## src/hdl/pdr_pkg.sv

```systemverilog
package pdr_pkg;

	localparam int DUTY_WIDTH_DEF  = 8;
	localparam int RAMP_WIDTH      = 16;
	localparam int LEVEL_WIDTH     = 8;
	localparam int OUT_DUTY_WIDTH  = 8;
	localparam int CODE_WIDTH      = 8;
	localparam int CFG_INDEX_WIDTH = 4;
	localparam int CFG_DATA_WIDTH  = 16;

	localparam logic [CFG_INDEX_WIDTH-1:0] REG_RAMP_TIME = 4'd0;
	localparam logic [CFG_INDEX_WIDTH-1:0] REG_HIGH      = 4'd1;
	localparam logic [CFG_INDEX_WIDTH-1:0] REG_MEDIUM    = 4'd2;
	localparam logic [CFG_INDEX_WIDTH-1:0] REG_LOW       = 4'd3;

	localparam logic [RAMP_WIDTH-1:0]  RAMP_TIME_RST = 16'd5000;
	localparam logic [LEVEL_WIDTH-1:0] HIGH_RST      = 8'd254;
	localparam logic [LEVEL_WIDTH-1:0] MEDIUM_RST    = 8'd210;
	localparam logic [LEVEL_WIDTH-1:0] LOW_RST       = 8'd180;

	localparam logic [CODE_WIDTH-1:0] CMD_EMERGENCY_OFF = 8'd0;
	localparam logic [CODE_WIDTH-1:0] CMD_OFF           = 8'd10;
	localparam logic [CODE_WIDTH-1:0] CMD_HIGH          = 8'd255;
	localparam logic [CODE_WIDTH-1:0] CMD_MEDIUM        = 8'd127;
	localparam logic [CODE_WIDTH-1:0] CMD_LOW           = 8'd13;

	localparam logic REQ_COMMAND = 1'b0;
	localparam logic REQ_TICK    = 1'b1;

	typedef struct packed {
		logic                  req_type;
		logic [CODE_WIDTH-1:0] command_code;
	} in_item_t;

	typedef struct packed {
		logic [OUT_DUTY_WIDTH-1:0] duty;
		logic                      ramping;
	} out_item_t;

	typedef struct packed {
		logic accept;
		logic commit;
		logic emit;
	} dp_cmd_t;

	typedef struct packed {
		logic needs_div;
		logic div_done;
	} dp_status_t;

endpackage

```

## src/hdl/pwm_duty_ramp_controller.sv

```systemverilog
// A tick, emergency off or ignored code goes from accept to the emit state and then into the
// output register once it is free; off/high/medium/low first wait in the divide state while the
// serial divider computes the interval. A new item waits until the previous one is emitted;
// but an item is taken while the previous result still waits in the output register.
// Reset: asynchronous, active low; duty, target, counter clear, interval is one, and the
// configuration registers return to their defaults.
module pwm_duty_ramp_controller
	import pdr_pkg::*;
#(
	parameter int DUTY_WIDTH = DUTY_WIDTH_DEF
) (
	input  logic                       clk,
	input  logic                       arst_n,
	input  logic                       in_valid,
	output logic                       in_stall,
	input  in_item_t                   in_data,
	output logic                       out_valid,
	input  logic                       out_stall,
	output out_item_t                  out_data,
	input  logic                       cfg_we,
	input  logic [CFG_INDEX_WIDTH-1:0] cfg_index,
	input  logic [CFG_DATA_WIDTH-1:0]  cfg_wdata
);

	dp_cmd_t    cmd;
	dp_status_t status;

	pdr_ctrl u_ctrl (
		.clk       (clk),
		.arst_n    (arst_n),
		.in_valid  (in_valid),
		.in_stall  (in_stall),
		.out_valid (out_valid),
		.out_stall (out_stall),
		.status    (status),
		.cmd       (cmd)
	);

	pdr_datapath #(
		.DUTY_WIDTH(DUTY_WIDTH)
	) u_dp (
		.clk       (clk),
		.arst_n    (arst_n),
		.cfg_we    (cfg_we),
		.cfg_index (cfg_index),
		.cfg_wdata (cfg_wdata),
		.in_data   (in_data),
		.cmd       (cmd),
		.status    (status),
		.out_data  (out_data)
	);

endmodule

```

## src/hdl/pdr_divider.sv

```systemverilog
module pdr_divider
	import pdr_pkg::*;
#(
	parameter int DIVISOR_WIDTH = DUTY_WIDTH_DEF
) (
	input  logic                     clk,
	input  logic                     arst_n,
	input  logic                     start,
	input  logic [RAMP_WIDTH-1:0]    dividend,
	input  logic [DIVISOR_WIDTH-1:0] divisor,
	output logic [RAMP_WIDTH-1:0]    quotient,
	output logic                     done
);

	localparam int CNT_WIDTH = $clog2(RAMP_WIDTH);
	localparam logic [CNT_WIDTH-1:0] CNT_LAST = CNT_WIDTH'(RAMP_WIDTH - 1);

	logic [DIVISOR_WIDTH-1:0] rem_q;
	logic [DIVISOR_WIDTH-1:0] div_q;
	logic [RAMP_WIDTH-1:0]    quo_q;
	logic [CNT_WIDTH-1:0]     cnt_q;
	logic                     busy_q;
	logic                     done_q;

	logic [DIVISOR_WIDTH:0]   trial;
	logic [DIVISOR_WIDTH:0]   diff;
	logic                     ge;

	// restoring division, one quotient bit per cycle; dividend shifts out of quo_q
	assign trial = {rem_q, quo_q[RAMP_WIDTH-1]};
	assign diff  = trial - {1'b0, div_q};
	assign ge    = trial >= {1'b0, div_q};

	always_ff @(posedge clk or negedge arst_n) begin
		if (!arst_n) begin
			busy_q <= 1'b0;
			done_q <= 1'b0;
			cnt_q  <= '0;
		end else begin
			done_q <= 1'b0;
			if (start) begin
				busy_q <= 1'b1;
				cnt_q  <= '0;
			end else if (busy_q) begin
				cnt_q <= cnt_q + 1'b1;
				if (cnt_q == CNT_LAST) begin
					busy_q <= 1'b0;
					done_q <= 1'b1;
				end
			end
		end
	end

	always_ff @(posedge clk) begin
		if (start) begin
			rem_q <= '0;
			div_q <= divisor;
			quo_q <= dividend;
		end else if (busy_q) begin
			rem_q <= ge ? diff[DIVISOR_WIDTH-1:0] : trial[DIVISOR_WIDTH-1:0];
			quo_q <= {quo_q[RAMP_WIDTH-2:0], ge};
		end
	end

	assign quotient = quo_q;
	assign done     = done_q;

endmodule

```

## src/hdl/pdr_datapath.sv

```systemverilog
module pdr_datapath
	import pdr_pkg::*;
#(
	parameter int DUTY_WIDTH = DUTY_WIDTH_DEF
) (
	input  logic                       clk,
	input  logic                       arst_n,
	input  logic                       cfg_we,
	input  logic [CFG_INDEX_WIDTH-1:0] cfg_index,
	input  logic [CFG_DATA_WIDTH-1:0]  cfg_wdata,
	input  in_item_t                   in_data,
	input  dp_cmd_t                    cmd,
	output dp_status_t                 status,
	output out_item_t                  out_data
);

	logic [RAMP_WIDTH-1:0]  ramp_time_q;
	logic [LEVEL_WIDTH-1:0] high_q;
	logic [LEVEL_WIDTH-1:0] medium_q;
	logic [LEVEL_WIDTH-1:0] low_q;

	logic [DUTY_WIDTH-1:0]  cur_duty_q;
	logic [DUTY_WIDTH-1:0]  tgt_duty_q;
	logic [RAMP_WIDTH-1:0]  interval_q;
	logic [RAMP_WIDTH-1:0]  tick_q;
	out_item_t              out_q;

	logic [LEVEL_WIDTH-1:0] level;
	logic [DUTY_WIDTH-1:0]  level_duty;
	logic [DUTY_WIDTH-1:0]  steps;
	logic                   is_retarget;
	logic [RAMP_WIDTH-1:0]  tick_inc;
	logic [RAMP_WIDTH-1:0]  quotient;
	logic                   div_done;
	logic [RAMP_WIDTH-1:0]  interval_new;
	logic [15:0]            cur_ext;

	always_ff @(posedge clk or negedge arst_n) begin
		if (!arst_n) begin
			ramp_time_q <= RAMP_TIME_RST;
			high_q      <= HIGH_RST;
			medium_q    <= MEDIUM_RST;
			low_q       <= LOW_RST;
		end else if (cfg_we) begin
			case (cfg_index)
				REG_RAMP_TIME: ramp_time_q <= cfg_wdata[RAMP_WIDTH-1:0];
				REG_HIGH:      high_q      <= cfg_wdata[LEVEL_WIDTH-1:0];
				REG_MEDIUM:    medium_q    <= cfg_wdata[LEVEL_WIDTH-1:0];
				REG_LOW:       low_q       <= cfg_wdata[LEVEL_WIDTH-1:0];
				default: ;
			endcase
		end
	end

	always_comb begin
		is_retarget = 1'b0;
		level       = '0;
		if (in_data.req_type == REQ_COMMAND) begin
			case (in_data.command_code)
				CMD_OFF: begin
					is_retarget = 1'b1;
				end
				CMD_HIGH: begin
					is_retarget = 1'b1;
					level       = high_q;
				end
				CMD_MEDIUM: begin
					is_retarget = 1'b1;
					level       = medium_q;
				end
				CMD_LOW: begin
					is_retarget = 1'b1;
					level       = low_q;
				end
				default: ;
			endcase
		end
	end

	assign level_duty = DUTY_WIDTH'(level);
	assign steps      = (level_duty >= cur_duty_q) ? (level_duty - cur_duty_q)
	                                               : (cur_duty_q - level_duty);
	assign tick_inc   = tick_q + 1'b1;

	pdr_divider #(
		.DIVISOR_WIDTH(DUTY_WIDTH)
	) u_div (
		.clk      (clk),
		.arst_n   (arst_n),
		.start    (cmd.accept && is_retarget),
		.dividend (ramp_time_q),
		.divisor  (steps),
		.quotient (quotient),
		.done     (div_done)
	);

	// no steps, or ramp shorter than the step count: one tick minimum
	assign interval_new = (cur_duty_q == tgt_duty_q || quotient == '0)
	                      ? RAMP_WIDTH'(1) : quotient;

	always_ff @(posedge clk or negedge arst_n) begin
		if (!arst_n) begin
			cur_duty_q <= '0;
			tgt_duty_q <= '0;
			interval_q <= RAMP_WIDTH'(1);
			tick_q     <= '0;
		end else if (cmd.accept) begin
			if (in_data.req_type == REQ_TICK) begin
				if (cur_duty_q == tgt_duty_q) begin
					tick_q <= '0;
				end else if (tick_inc >= interval_q) begin
					tick_q <= '0;
					if (cur_duty_q < tgt_duty_q) begin
						cur_duty_q <= cur_duty_q + 1'b1;
					end else begin
						cur_duty_q <= cur_duty_q - 1'b1;
					end
				end else begin
					tick_q <= tick_inc;
				end
			end else if (in_data.command_code == CMD_EMERGENCY_OFF) begin
				cur_duty_q <= '0;
				tgt_duty_q <= '0;
				interval_q <= RAMP_WIDTH'(1);
				tick_q     <= '0;
			end else if (is_retarget) begin
				tgt_duty_q <= level_duty;
				tick_q     <= '0;
			end
		end else if (cmd.commit) begin
			interval_q <= interval_new;
		end
	end

	assign cur_ext = 16'(cur_duty_q);

	always_ff @(posedge clk) begin
		if (cmd.emit) begin
			out_q.duty    <= cur_ext[OUT_DUTY_WIDTH-1:0];
			out_q.ramping <= cur_duty_q != tgt_duty_q;
		end
	end

	assign status.needs_div = is_retarget;
	assign status.div_done  = div_done;
	assign out_data         = out_q;

endmodule

```

## src/hdl/pdr_ctrl.sv

```systemverilog
module pdr_ctrl
	import pdr_pkg::*;
(
	input  logic       clk,
	input  logic       arst_n,
	input  logic       in_valid,
	output logic       in_stall,
	output logic       out_valid,
	input  logic       out_stall,
	input  dp_status_t status,
	output dp_cmd_t    cmd
);

	typedef enum logic [2:0] {
		S_IDLE = 3'b001,
		S_DIV  = 3'b010,
		S_EMIT = 3'b100
	} state_t;

	state_t state_q;
	state_t state_d;
	logic   out_valid_q;
	logic   slot_free;

	assign slot_free = !out_valid_q || !out_stall;

	always_comb begin
		state_d    = state_q;
		cmd.accept = 1'b0;
		cmd.commit = 1'b0;
		cmd.emit   = 1'b0;
		case (state_q)
			S_IDLE: begin
				if (in_valid) begin
					cmd.accept = 1'b1;
					state_d    = status.needs_div ? S_DIV : S_EMIT;
				end
			end
			S_DIV: begin
				if (status.div_done) begin
					cmd.commit = 1'b1;
					state_d    = S_EMIT;
				end
			end
			S_EMIT: begin
				if (slot_free) begin
					cmd.emit = 1'b1;
					state_d  = S_IDLE;
				end
			end
			default: state_d = S_IDLE;
		endcase
	end

	always_ff @(posedge clk or negedge arst_n) begin
		if (!arst_n) begin
			state_q     <= S_IDLE;
			out_valid_q <= 1'b0;
		end else begin
			state_q <= state_d;
			if (cmd.emit) begin
				out_valid_q <= 1'b1;
			end else if (!out_stall) begin
				out_valid_q <= 1'b0;
			end
		end
	end

	assign in_stall  = state_q != S_IDLE;
	assign out_valid = out_valid_q;

endmodule

```

## config.mk

```make
export PLATFORM = sky130hd
export DESIGN_NAME = pwm_duty_ramp_controller
export DESIGN_NICKNAME = d
export VERILOG_FILES = /design/src/hdl/pdr_pkg.sv /design/src/hdl/pwm_duty_ramp_controller.sv /design/src/hdl/pdr_divider.sv /design/src/hdl/pdr_datapath.sv /design/src/hdl/pdr_ctrl.sv
export SDC_FILE = /design/constraint.sdc
export NUM_CORES = 1
export LEC_CHECK = 0
export BUFFER_PORTS_ARGS = -buffer_cell sky130_fd_sc_hd__buf_4
export CAP_MARGIN = 40
export CORE_ASPECT_RATIO = 0.8
export CORE_MARGIN = 8
export CORE_UTILIZATION = 50
export CTS_BUF_LIST = sky130_fd_sc_hd__clkbuf_4
export DETAILED_ROUTE_END_ITERATION = 8
export PLACE_DENSITY = 0.65
export SLEW_MARGIN = 20
export SYNTH_ARGS = -nofsm -noshare
export SYNTH_HDL_FRONTEND = slang
export SYNTH_SLANG_ARGS = --single-unit
```

## constraint.sdc

```tcl
create_clock -name clk -period 4.45 [get_ports clk]
set_input_delay 0.89 -clock clk [delete_from_list [all_inputs] [get_ports clk]]
set_output_delay 0.89 -clock clk [all_outputs]
set_load 0.01 [all_outputs]
```

-- Word-level counts from Yosys, hierarchy flattened
Cells that the tools add are included.
- equality and inequality tests: 22
- multiply operators: 0
- shift-type cells: 0
- reductions and logical operators: 23
- bitwise operators: 1
- $lt $le $gt $ge: 4
- mux-type cells: 46
- add/subtract/negate cells: 7
- div/mod/pow operators: 0
- operator list (cell ; number):
    $mux W16 ; 12
    $mux W8 ; 10
    $pmux W8 S3 ; 1
    $sub A8 B8 Y8 ; 3
    $add A16 B1 Y16 const B ; 1
    $eq A8 B4 Y1 const B ; 2
    $ge A16 B16 Y1 ; 1
    $logic_not A16 Y1 ; 1
    $mux W1 ; 16
    $mux W3 ; 4
    $reduce_and A2 Y1 ; 5
    $ge A9 B8 Y1 ; 1
    $pmux W3 S3 ; 1
    $reduce_and A3 Y1 ; 3
    $add A8 B1 Y8 const B ; 1
    $eq A4 B2 Y1 const B ; 2
    $eq A8 B7 Y1 const B ; 1
    $eq A8 B8 Y1 ; 1
    $eq A8 B8 Y1 const B ; 1
    $ge A8 B8 Y1 ; 1
    $logic_not A8 Y1 ; 1
    $lt A8 B8 Y1 ; 1
    $mux W4 ; 2
    $ne A2 B1 Y1 const B ; 4
    other kinds (19) ; 27
- memories: 0
- input bits: 34
- latch bits: 0
- bits in writable memories: 0
- logic and storage cells: 121
- flip-flop bits (word level): 139
- memory bits (read-only): 0

-- Depth between registers and ports, before layout
Gate-level depths: netlist of the first run.
- depth after elaboration: 7
- mapped depth: 14
- depth with buffers taken out: 14

-- Modules after synthesis
From an unflattened synthesis of the first run, not the netlist that was laid out.
- cell total of the unflattened synthesis: 763
- area, all modules: 7972.6 sq um
- modules (own cells, without submodules) (module ; area each (sq um) ; cells each ; times used):
    pdr_datapath ; 5775.5 ; 574 ; 1
    pdr_divider ; 1936.9 ; 161 ; 1
    pdr_ctrl ; 260.2 ; 28 ; 1

-- Worst setup path before layout of the first run
Ideal clock, no wire load.
- path type: input port to flip-flop
- from: input port in_data[5] (netlist name)
- to: register u_dp.u_div.div_q[7] (data pin)
- library setup time: 0.264 ns
- arrival time: 4.365 ns
- stages: 11
- slack: -0.179 ns
- cell sequence: or4_4 > o21a_1 > a2111oi_0 > inv_1 > fa_1 > o2111ai_1 > a221o_1 > clkbuf_1 > nor3_1 > a31oi_1 > xor2_1
- word-level cells in the longest chain between the ends: 5
- elaborated cells on any way between the ends: 9
- ends and longest elaborated chain (element ; RTL line ; source):
    from (decl) ; pwm_duty_ramp_controller.sv:16 ; input in_item_t in_data,
    $eq A8 B4 Y1 (tied with other cells) ; pdr_datapath.sv:59 ; case (in_data.command_code)
    $pmux W8 S3 * ; pdr_datapath.sv:59 ;
    $mux W8 * ; pdr_datapath.sv:58 ; if (in_data.req_type == REQ_COMMAND) begin
    $sub A8 B8 Y8 (tied with other cells) ; pdr_datapath.sv:82 ; : (cur_duty_q - level_duty);
    $mux W8 * ; pdr_datapath.sv:81 ; assign steps = (level_duty >= cur_duty_q) ? (level_duty - cur_duty_q)
    net u_dp.steps[7] ; pdr_datapath.sv:30 ; logic [DUTY_WIDTH-1:0] steps;
    to (signal assigned) ; pdr_divider.sv:57 ; div_q <= divisor;
    to (decl) ; pdr_divider.sv:19 ; logic [DIVISOR_WIDTH-1:0] div_q;
Mark *: on every way through the listed nets, which the timed path passes. The rest lies on a longest branch.
A chain may end at the register's enable or synchronous reset.

-- Final worst setup path of the first run
- from: input port in_data[5] (netlist name)
- to: register u_dp.u_div.div_q[3] (data pin)
Same word-level chain as after synthesis.

==> flow_summary_export.csv, run 1 <==
group,metric,value,unit
status,status,"finished, final reports clean",
run,drv_cap,0,
critical_path,r2r_cells,14,
synth,synth_top_area_share,23.9,%
cts,ctsResizeCount,0,
routing,viasPerCell,5.62,
synth,synthAdderAreaFrac,9.83,%
power,p_per_area,485,nW/um^2
routing,wl,18200,um
floorplanning,initial_utilization,50.8,%
critical_path,slowest_delay,0.58,ns
critical_path,path_max_fanout,11,
layout,drive_gt1_share,24.5,%
grt,grt_usage,19.2,%
placement,dp_slack,-0.00177,ns
routing,vias,5834,
timing,setup_slack,0.547,ns
synth,synth-main-ff-cell,"dfrtp_1",
synth,synthSimpleGateAreaFrac,13.5,%
timing,finalCriticalPeriod,3.90,ns
synth,avgSynthCellArea,10.8,um^2
routing,routedWlPerCell,17.5,um
synth,yosysMostFrequentCell,"dfrtp_1",
critical_path,cp_common_cell,"buf_4",
layout,nets,904,
grt,antenna_found_initial,0,
synth,synth_top_family_by_area,"compound AO/OA/AOI/OAI gates",
routing,drc,0,
cts,cts_setup_buffers,0,
synth,synth_edf_count,33,
power,total_power,0.00438,W
cts,cts_tree,"built",
synth,synth-xor-area-share,2.65,%
critical_path,critPathKind,"in -> reg",
grt,grt_pass1_wl,30400,um
critical_path,reg2reg_from,"u_dp.cur_duty_q[0]$_DFFE_PN0P_",
synth,synth.cell_area,7940,um^2
cts,cts_max_level,4,
cts,clk_pin_slew,0.13,ns
critical_path,start_kind,"input pin",
timing,final_max_slew_viol_count,0,
routing,drtIter0Drc,286,
floorplanning,die_h,129,um
timing,worstMarginPinSlew,0.783,ns
cts,numCtsBuffers,17,
timing,maxSlewHeadroom,47.7,%
synth,yosysSeqAreaShare,45.7,%
cts,root_buffer,"clkbuf_4",
power,ir_drop,254,uV
synth,synth-seq-cells,139,
placement,port_buffers,44,
synth,async_flop_share,70.5,%
grt,grt_pass1_vias,5986,
critical_path,worst_ep_required_time,4.77,ns
critical_path,cp_num_cells,14,
grt,grt_max_degree,39,
floorplanning,fp-row-count,41,
timing,clock.fmax,256,MHz
power,p_leak,3.91,nW
cts,clock_path_buffers,2,
critical_path,ff2ff_setup_slack,0.83,ns
synth,synthTopCellsByCount,"dfrtp_1 (76), inv_1 (70), ha_1 (56), mux2_2 (51), nand2_1 (49)",
critical_path,crit_buf_inv,3,
layout,utilization,57.7,%
synth,synthMuxAreaShare,10.1,%
worst_hold_path,hold_path.class,"in -> async",
synth,synthesis.nets,831,
layout,diodes,0,
cts,cts_hold_buf,0,
critical_path,crit_family,"compound AO/OA/AOI/OAI gates",
timing,rsz0062_at_grt,"no",
floorplanning,die_area,20200,um^2
routing,drt-pass1-iter-count,4,
cts,insertion_delay,0.57,ns
floorplanning,fp.coreArea,15600,um^2
critical_path,slowest_stage,"or4_4",
routing,antenna_left,0,
critical_path,crit_end,"u_dp.u_div.div_q[3]$_DFFE_PP_",
placement,hpwl,13900,um
synth,synthCells,737,
critical_path,worstPathCellList,"buf_4 > or4_4 > nor2_4 > a22oi_1 > a2111oi_1 > buf_4 > inv_1 > ha_1 > fa_1 > o2111ai_1 > a221o_1 > nor3_1 > a21oi_1 > xor2_1",
grt,grt_overflow,0,
synth,synthTopCellsByArea,"dfrtp_1 (24%), edfxtp_1 (12%), ha_1 (8.8%), dfstp_2 (7.3%), mux2_2 (7.2%)",
synth,yosysWarningCount,0,
synth,ys_types,72,
timing,setup_viol,0,
floorplanning,die_w,157,um
cts,clock-sinks,139,
placement,place_congestion,0.934,
timing,skew,0.0300,ns
critical_path,r2r_end,"u_dp.cur_duty_q[7]$_DFFE_PN0P_",
critical_path,critPathLaunch,"in_data[5]",
critical_path,cp-end-kind,"register",
synth,yosys.area.top_type,"dfrtp_1",
layout,fillers,1342,
floorplanning,ios,45,
timing,fin_crit_sh,87.7,%
layout,area_growth_syn_to_layout,13.7,%
critical_path,crit_arrival,4.23,ns
timing,whs,0.257,ns
timing,hold_violations,0,
synth,synth_compound_area_share,13.6,%
==> layout by cell type (no fill, tap or decap), drive strengths merged, types with 5 or more instances in the layout <==
cell type,synthesis,final
nor2,31,31
nand2,49,49
o31ai,7,7
edfxtp,33,33
a22o,15,15
nand3,28,28
o21ai,38,38
dfrtp,76,76
dfxtp,8,8
xor2,14,14
a2111oi,7,7
nor2b,15,15
dfstp,22,22
o21a,9,9
xnor2,10,10
buf,6,73
a21oi,21,21
a211oi,7,7
nand2b,13,13
clkbuf,13,18
mux2i,11,11
nand4,10,10
mux2,59,59
a22oi,6,6
and2,8,8
a21o,9,9
nor4,5,5
and3,7,7
ha,56,56
nor3,14,14
a31oi,7,7
inv,70,77
==> worst min path at each step <==
stage / from / end / slack (ns) / depth (start not counted)
floorplan: u_dp.u_div.done$_DFF_PN0_ / u_ctrl.state_q[1]$_DFFE_PN0P_ / 0.43 / 1
global placement: u_dp.u_div.done$_DFF_PN0_ / u_ctrl.state_q[1]$_DFFE_PN0P_ / 0.47 / 1
detailed placement: u_dp.u_div.done$_DFF_PN0_ / u_ctrl.state_q[1]$_DFFE_PN0P_ / 0.46 / 1
CTS: arst_n / u_dp.tick_q[4]$_DFFE_PN0P_ / 0.24 / 1
global route: arst_n / u_dp.tick_q[4]$_DFFE_PN0P_ / 0.25 / 1
finish: arst_n / u_dp.tick_q[1]$_DFFE_PN0P_ / 0.26 / 1
==> stage by stage <==
step / cell area, um^2 / TNS (ns) / std cells
after floorplan: 7950 / 0 / 737
after global placement: 8640 / 0 / 1003
after detailed placement: 8680 / -0.00177 / 1005
after CTS: 9020 / 0 / 1037
after global routing: 9030 / 0 / 1038
final: 9030 / 0 / 1038
==> cell families after synthesis <==
| family | after synthesis |
|---|---|
| flip-flops | 139 |
| XOR/XNOR | 24 |
| AO/OA/AOI/OAI | 154 |
| multiplexers | 70 |
| AND/OR/NAND/NOR | 201 |
| adder cells (fa/ha/maj) | 60 |
| buffers and inverters | 89 |
==> area by class of cell <==
type                    instances  area [um^2]  area share (%)
multi-input cells             509         3960            43.9
flip-flops and latches        139         3630            40.2
repair buffers                 73          568            6.29
well taps                     215          269            2.98
inverters                      70          263            2.91
clock inverters                14          205            2.27
clock buffers                  18          135            1.50
==> state kept, by name, indices dropped and copies added, names as in the netlist <==
register             count
u_dp.u_div.cnt_q         4
u_dp.cur_duty_q          8
u_dp.u_div.done          1
u_ctrl.out_valid         1
u_dp.tick_q             16
u_dp.medium_q            8
u_dp.low_q               8
u_dp.u_div.div_q         8
u_dp.out_data            9
u_dp.high_q              8
u_dp.ramp_time_q        16
u_dp.tgt_duty_q          8
u_dp.u_div.quotient     16
u_dp.interval_q         16
u_ctrl.state_q           3
u_dp.u_div.rem_q         8
u_dp.u_div.busy_q        1
==> per-layer routing <==
layer	up-vias	track usage (%)	routed length, um
li1	2819	-	-
met1	2864	26.9	9070
met2	129	29.0	7990
met3	22	4.76	879
met4	0	5.87	231
met5	-	0	0
==> where the power goes <==
part | leakage, nW | internal (W) | switching [W] | total [W]
logic | 2.13 | 0.000765 | 0.000934 | 0.00170
registers | 1.60 | 0.00155 | 0.000150 | 0.00170
clock network | 0.182 | 0.000467 | 0.000517 | 0.000983
total | 3.91 | 0.00278 | 0.00160 | 0.00438
No activity file was read; power rests on OpenSTA's default activity.
==> run 2, diff against run 1 <==
CORE_MARGIN = not set   (was 8)
CORE_UTILIZATION = 30   (was 50)
PLACE_DENSITY = 0.43   (was 0.65)
==> flow_summary_export.csv, run 2 (synthesis results as in run 1) <==
group,metric,value,unit
timing,rsz0062_at_grt,"no",
power,ir_drop,160,uV
grt,grt_pass1_wl,31100,um
routing,drc,0,
timing,final_max_slew_viol_count,0,
grt,grt_usage,14.8,%
critical_path,cp-end-kind,"register",
timing,fin_crit_sh,88.5,%
layout,drive_gt1_share,25.2,%
critical_path,worst_ep_required_time,4.75,ns
grt,grt_max_degree,58,
cts,ctsResizeCount,0,
placement,place_congestion,0.820,
timing,setup_viol,0,
cts,numCtsBuffers,17,
cts,root_buffer,"clkbuf_4",
floorplanning,ios,45,
timing,skew,0.0201,ns
layout,nets,909,
critical_path,r2r_cells,14,
placement,port_buffers,44,
cts,cts_max_level,4,
timing,worstMarginPinSlew,0.812,ns
timing,clock.fmax,254,MHz
critical_path,ff2ff_setup_slack,0.89,ns
layout,utilization,36.0,%
floorplanning,die_h,148,um
routing,antenna_left,0,
status,status,"finished, final reports clean",
layout,design_area,9220,um^2
timing,finalCriticalPeriod,3.94,ns
grt,grt_pass1_vias,5685,
layout,layout_common_cells,"dfrtp_1 (76), buf_4 (74), inv_1 (70), ha_1 (56), mux2_2 (51)",
routing,drtIter0Drc,296,
cts,cts_setup_buffers,0,
run,drv_cap,0,
timing,hold_violations,0,
routing,viasPerCell,4.88,
power,p_leak,3.91,nW
routing,drt-pass1-iter-count,5,
placement,placed_cell_area,8910,um^2
floorplanning,die_area,27100,um^2
grt,antenna_found_initial,1,
cts,clock_path_buffers,2,
cts,cts_tree,"built",
power,p_per_area,468,nW/um^2
critical_path,reg2reg_from,"u_dp.tick_q[3]$_DFFE_PN0P_",
layout,mostFrequentLayoutCell,"dfrtp_1",
critical_path,critPathKind,"in -> reg",
floorplanning,fp.coreArea,25600,um^2
placement,hpwl,14500,um
power,total_power,0.00431,W
routing,highest_layer,"met4",
critical_path,start_kind,"input pin",
routing,wl_met3,703,um
cts,cts_hold_buf,0,
routing,wl,18700,um
floorplanning,fp-row-count,52,
routing,wl_met2,7650,um
routing,vias,5762,
timing,tns,0,ns
cts,clock-sinks,139,
timing,maxSlewHeadroom,45.7,%
floorplanning,die_w,184,um
layout,area_growth_syn_to_layout,16.1,%
worst_hold_path,hold_path.class,"in -> async",
routing,routedWlPerCell,15.9,um
cts,insertion_delay,0.55,ns
floorplanning,initial_utilization,31.0,%
grt,grt_overflow,0,
routing,wl_met1,10300,um
cts,clk_pin_slew,0.15,ns
critical_path,path_max_fanout,11,
critical_path,r2r_end,"u_dp.tick_q[6]$_DFFE_PN0P_",
critical_path,crit_arrival,4.24,ns
run 2: cell types whose count changed in the layout (fill, tap and decap cells not counted), moves of 2 or more:
cell	change
buf_4	+3
bufinv_16	-3
clkinv_8	+3
clkinvlp_4	+2
run 2: stage by stage:
stage | std cells | hold slack (ns) | worst slack (ns)
CTS | 1178 | 0.124 | 0.545
finish | 1180 | 0.174 | 0.513
global route | 1180 | 0.110 | 0.364
global placement | 1144 | 0.487 | -0.0656
floorplan | 737 | 0.429 | 0.0575
detailed placement | 1146 | 0.478 | -0.0780
run 2: cell type report:
type                    instances  area (um^2)
clock inverters                15          178
flip-flops and latches        139         3630
well taps                     351          439
fillers                      2597        16400
repair buffers                 78          619
inverters                      70          263
diodes                          1         2.50
multi-input cells             509         3960
clock buffers                  17          128
run 2: worst max path at each step:
stage	slack, ns	to	start
global route	0.36	u_dp.u_div.div_q[6]$_DFFE_PP_	in_data[5]
detailed placement	-0.08	u_dp.u_div.div_q[6]$_DFFE_PP_	in_data[5]
floorplan	0.06	u_dp.u_div.div_q[7]$_DFFE_PP_	in_data[5]
CTS	0.54	u_dp.u_div.div_q[6]$_DFFE_PP_	in_data[5]
global placement	-0.07	u_dp.u_div.div_q[6]$_DFFE_PP_	in_data[5]
finish	0.51	u_dp.u_div.div_q[6]$_DFFE_PP_	in_data[5]
run 2: routing by layer:
layer / GRT usage (%) / up-vias
met1: 22.8 / 2800
met4: 4.04 / 0
met5: 0 / -
met2: 20.6 / 115
li1: - / 2839
met3: 3.13 / 8
run 2: worst max-delay path, cell delays in order:
cell and delay [ns]:
buf_4 0.11, or4_4 0.58, o21a_1 0.23, buf_4 0.17, a2111oi_0 0.63, buf_4 0.24
ha_1 0.25, nand4_1 0.11, o2111ai_1 0.11, a221o_1 0.35, buf_12 0.16, a311oi_1 0.19
a21oi_1 0.08, xor2_1 0.14
run 2: power by group:
part | switching, W | total [W] | internal (W)
registers | 0.000128 | 0.00168 | 0.00155
clock network | 0.000561 | 0.000868 | 0.000308
logic | 0.000939 | 0.00177 | 0.000828
==> run 3, diff against run 2 <==
--- a/config.mk
+++ b/config.mk
@@ -14,2 +14,3 @@
 export PLACE_DENSITY = 0.43
+export SKIP_LAST_GASP = 1
 export SLEW_MARGIN = 20
==> constraint.sdc (replaced) <==
create_clock -name clk -period 4.45 [get_ports clk]
set_input_delay 0 -clock clk [delete_from_list [all_inputs] [get_ports clk]]
set_output_delay 0 -clock clk [all_outputs]
set_load 0.01 [all_outputs]
==> flow_summary_export.csv, run 3 (synthesis results as in run 1) <==
group,metric,value,unit
status,status,"finished, final reports clean",
placement,port_buffers,44,
layout,mostFrequentLayoutCell,"dfrtp_1",
routing,vias,5902,
timing,final_max_slew_viol_count,0,
routing,routedWlPerCell,16.0,um
layout,area_growth_syn_to_layout,19.5,%
worst_hold_path,hold_path_depth,5,
timing,skew,0.0279,ns
cts,clk_pin_slew,0.15,ns
timing,setup_viol,0,
cts,cts_tree,"built",
layout,fillers,2600,
critical_path,crit_arrival,4.09,ns
placement,placed_cell_area,8770,um^2
floorplanning,die_w,184,um
routing,wl,19200,um
critical_path,r2r_end,"u_dp.cur_duty_q[7]$_DFFE_PN0P_",
timing,clock.fmax,276,MHz
critical_path,start_kind,"register",
floorplanning,fp-row-count,52,
grt,grt_pass1_vias,5825,
layout,layout_common_cells,"dfrtp_1 (76), inv_1 (70), buf_4 (63), ha_1 (56), mux2_2 (51)",
cts,clock_path_buffers,2,
cts,ctsResizeCount,0,
power,ir_drop,168,uV
routing,drt-pass1-iter-count,5,
grt,grt_pass1_wl,31500,um
timing,hold_violations,0,
placement,hpwl,14200,um
power,p_per_area,458,nW/um^2
routing,antenna_left,0,
timing,worstMarginPinSlew,0.766,ns
layout,nets,931,
cts,clock-sinks,139,
critical_path,cp-end-kind,"register",
layout,multi_input_area,3960,um^2
critical_path,ff2ff_setup_slack,0.83,ns
critical_path,slowest_delay,0.58,ns
critical_path,path_max_fanout,7,
grt,grt_overflow,0,
critical_path,slowest_stage,"dfrtp_1",
timing,maxSlewHeadroom,48.7,%
critical_path,crit_buf_inv,1,
critical_path,critPathKind,"reg -> reg",
grt,grt_max_degree,58,
cts,numCtsBuffers,17,
critical_path,reg2reg_from,"u_dp.cur_duty_q[1]$_DFFE_PN0P_",
cts,root_buffer,"clkbuf_4",
cts,cts_setup_buffers,0,
critical_path,worst_ep_required_time,4.92,ns
floorplanning,ios,45,
critical_path,worstPathCellList,"ha_1 > nor2b_1 > o211ai_1 > a21oi_1 > nor3_1 > inv_1 > ha_1 > a21oi_1 > o221ai_1 > o41ai_1 > o31ai_1 > and2_1 > o211ai_1",
timing,fin_crit_sh,81.3,%
floorplanning,die_area,27100,um^2
grt,grt_usage,15.0,%
routing,viasPerCell,4.91,
floorplanning,fp.coreArea,25600,um^2
floorplanning,die_h,148,um
routing,drtIter0Drc,309,
cts,cts_max_level,4,
timing,tns,0,ns
cts,cts_hold_buf,31,
worst_hold_path,min-delay-start,"in_data[3]",
placement,place_congestion,0.780,
grt,antenna_found_initial,2,
worst_hold_path,min_to,"u_dp.cur_duty_q[7]$_DFFE_PN0P_",
run,drv_cap,0,
layout,drive_gt1_share,23.3,%
layout,design_area,9500,um^2
timing,finalCriticalPeriod,3.62,ns
worst_hold_path,hold_path.class,"in -> reg",
critical_path,crit_family,"compound AO/OA/AOI/OAI gates",
cts,insertion_delay,0.56,ns
power,p_leak,4.04,nW
critical_path,r2r_cells,13,
timing,rsz0062_at_grt,"no",
layout,seqCellArea,3630,um^2
floorplanning,initial_utilization,31.0,%
routing,drc,0,
## run 3: routing by layer
| layer | share of wire (%) | routed length, um | track usage (%) |
|---|---|---|---|
| met1 | 54 | 10500 | 23.0 |
| met2 | 41 | 7880 | 21.3 |
| met3 | 3.7 | 719 | 2.83 |
| met4 | 0.75 | 145 | 3.42 |
| met5 | 0 | 0 | 0 |
## run 3: cell type report
class                      instances  area share (%)
antenna                            2          0.0527
clock buffer                      17            1.34
inverter                          70            2.77
sequential                       139            38.2
clock inverter                    15            2.12
multi-input combinational        509            41.7
timing repair buffer             100            9.13
tap                              351            4.62
## run 3: tightest hold or removal path: stages
cell	delay (ns)
buf_4	0.11
nor4_4	0.07
o2bb2ai_1	0.17
o2111ai_1	0.13
o211ai_1	0.08
## run 3: worst max path at each step
stage                                         from                        endpoint  slack, ns  cells after the start
global route        u_dp.cur_duty_q[1]$_DFFE_PN0P_  u_dp.cur_duty_q[7]$_DFFE_PN0P_       0.55                     13
floorplan                               in_data[5]   u_dp.u_div.div_q[7]$_DFFE_PP_       0.71                     11
CTS                 u_dp.cur_duty_q[1]$_DFFE_PN0P_  u_dp.cur_duty_q[7]$_DFFE_PN0P_       0.86                     13
global placement                        in_data[5]   u_dp.u_div.div_q[6]$_DFFE_PP_       0.57                     13
detailed placement                      in_data[5]   u_dp.u_div.div_q[6]$_DFFE_PP_       0.51                     13
finish              u_dp.cur_duty_q[1]$_DFFE_PN0P_  u_dp.cur_duty_q[7]$_DFFE_PN0P_       0.83                     13
## run 3: report_power, final
group	total, W	internal, W	leakage [nW]	switching (W)
clock network	0.000938	0.000367	0.175	0.000571
registers	0.00169	0.00155	1.60	0.000144
logic	0.00172	0.000793	2.27	0.000929
## run 3: per-stage QoR
step	setup slack (ns)	utilization (%)	cells	power [W]	hold WS (ns)
after CTS	0.864	36.7	1195	0.00439	0.00766
after global placement	0.570	34.1	1130	0.00334	0.134
after global routing	0.552	37.0	1203	0.00469	0.0352
final	0.833	37.0	1203	0.00435	0.0591
after detailed placement	0.512	34.2	1132	0.00338	0.134
after floorplan	0.711	-	737	0.00292	-0.296
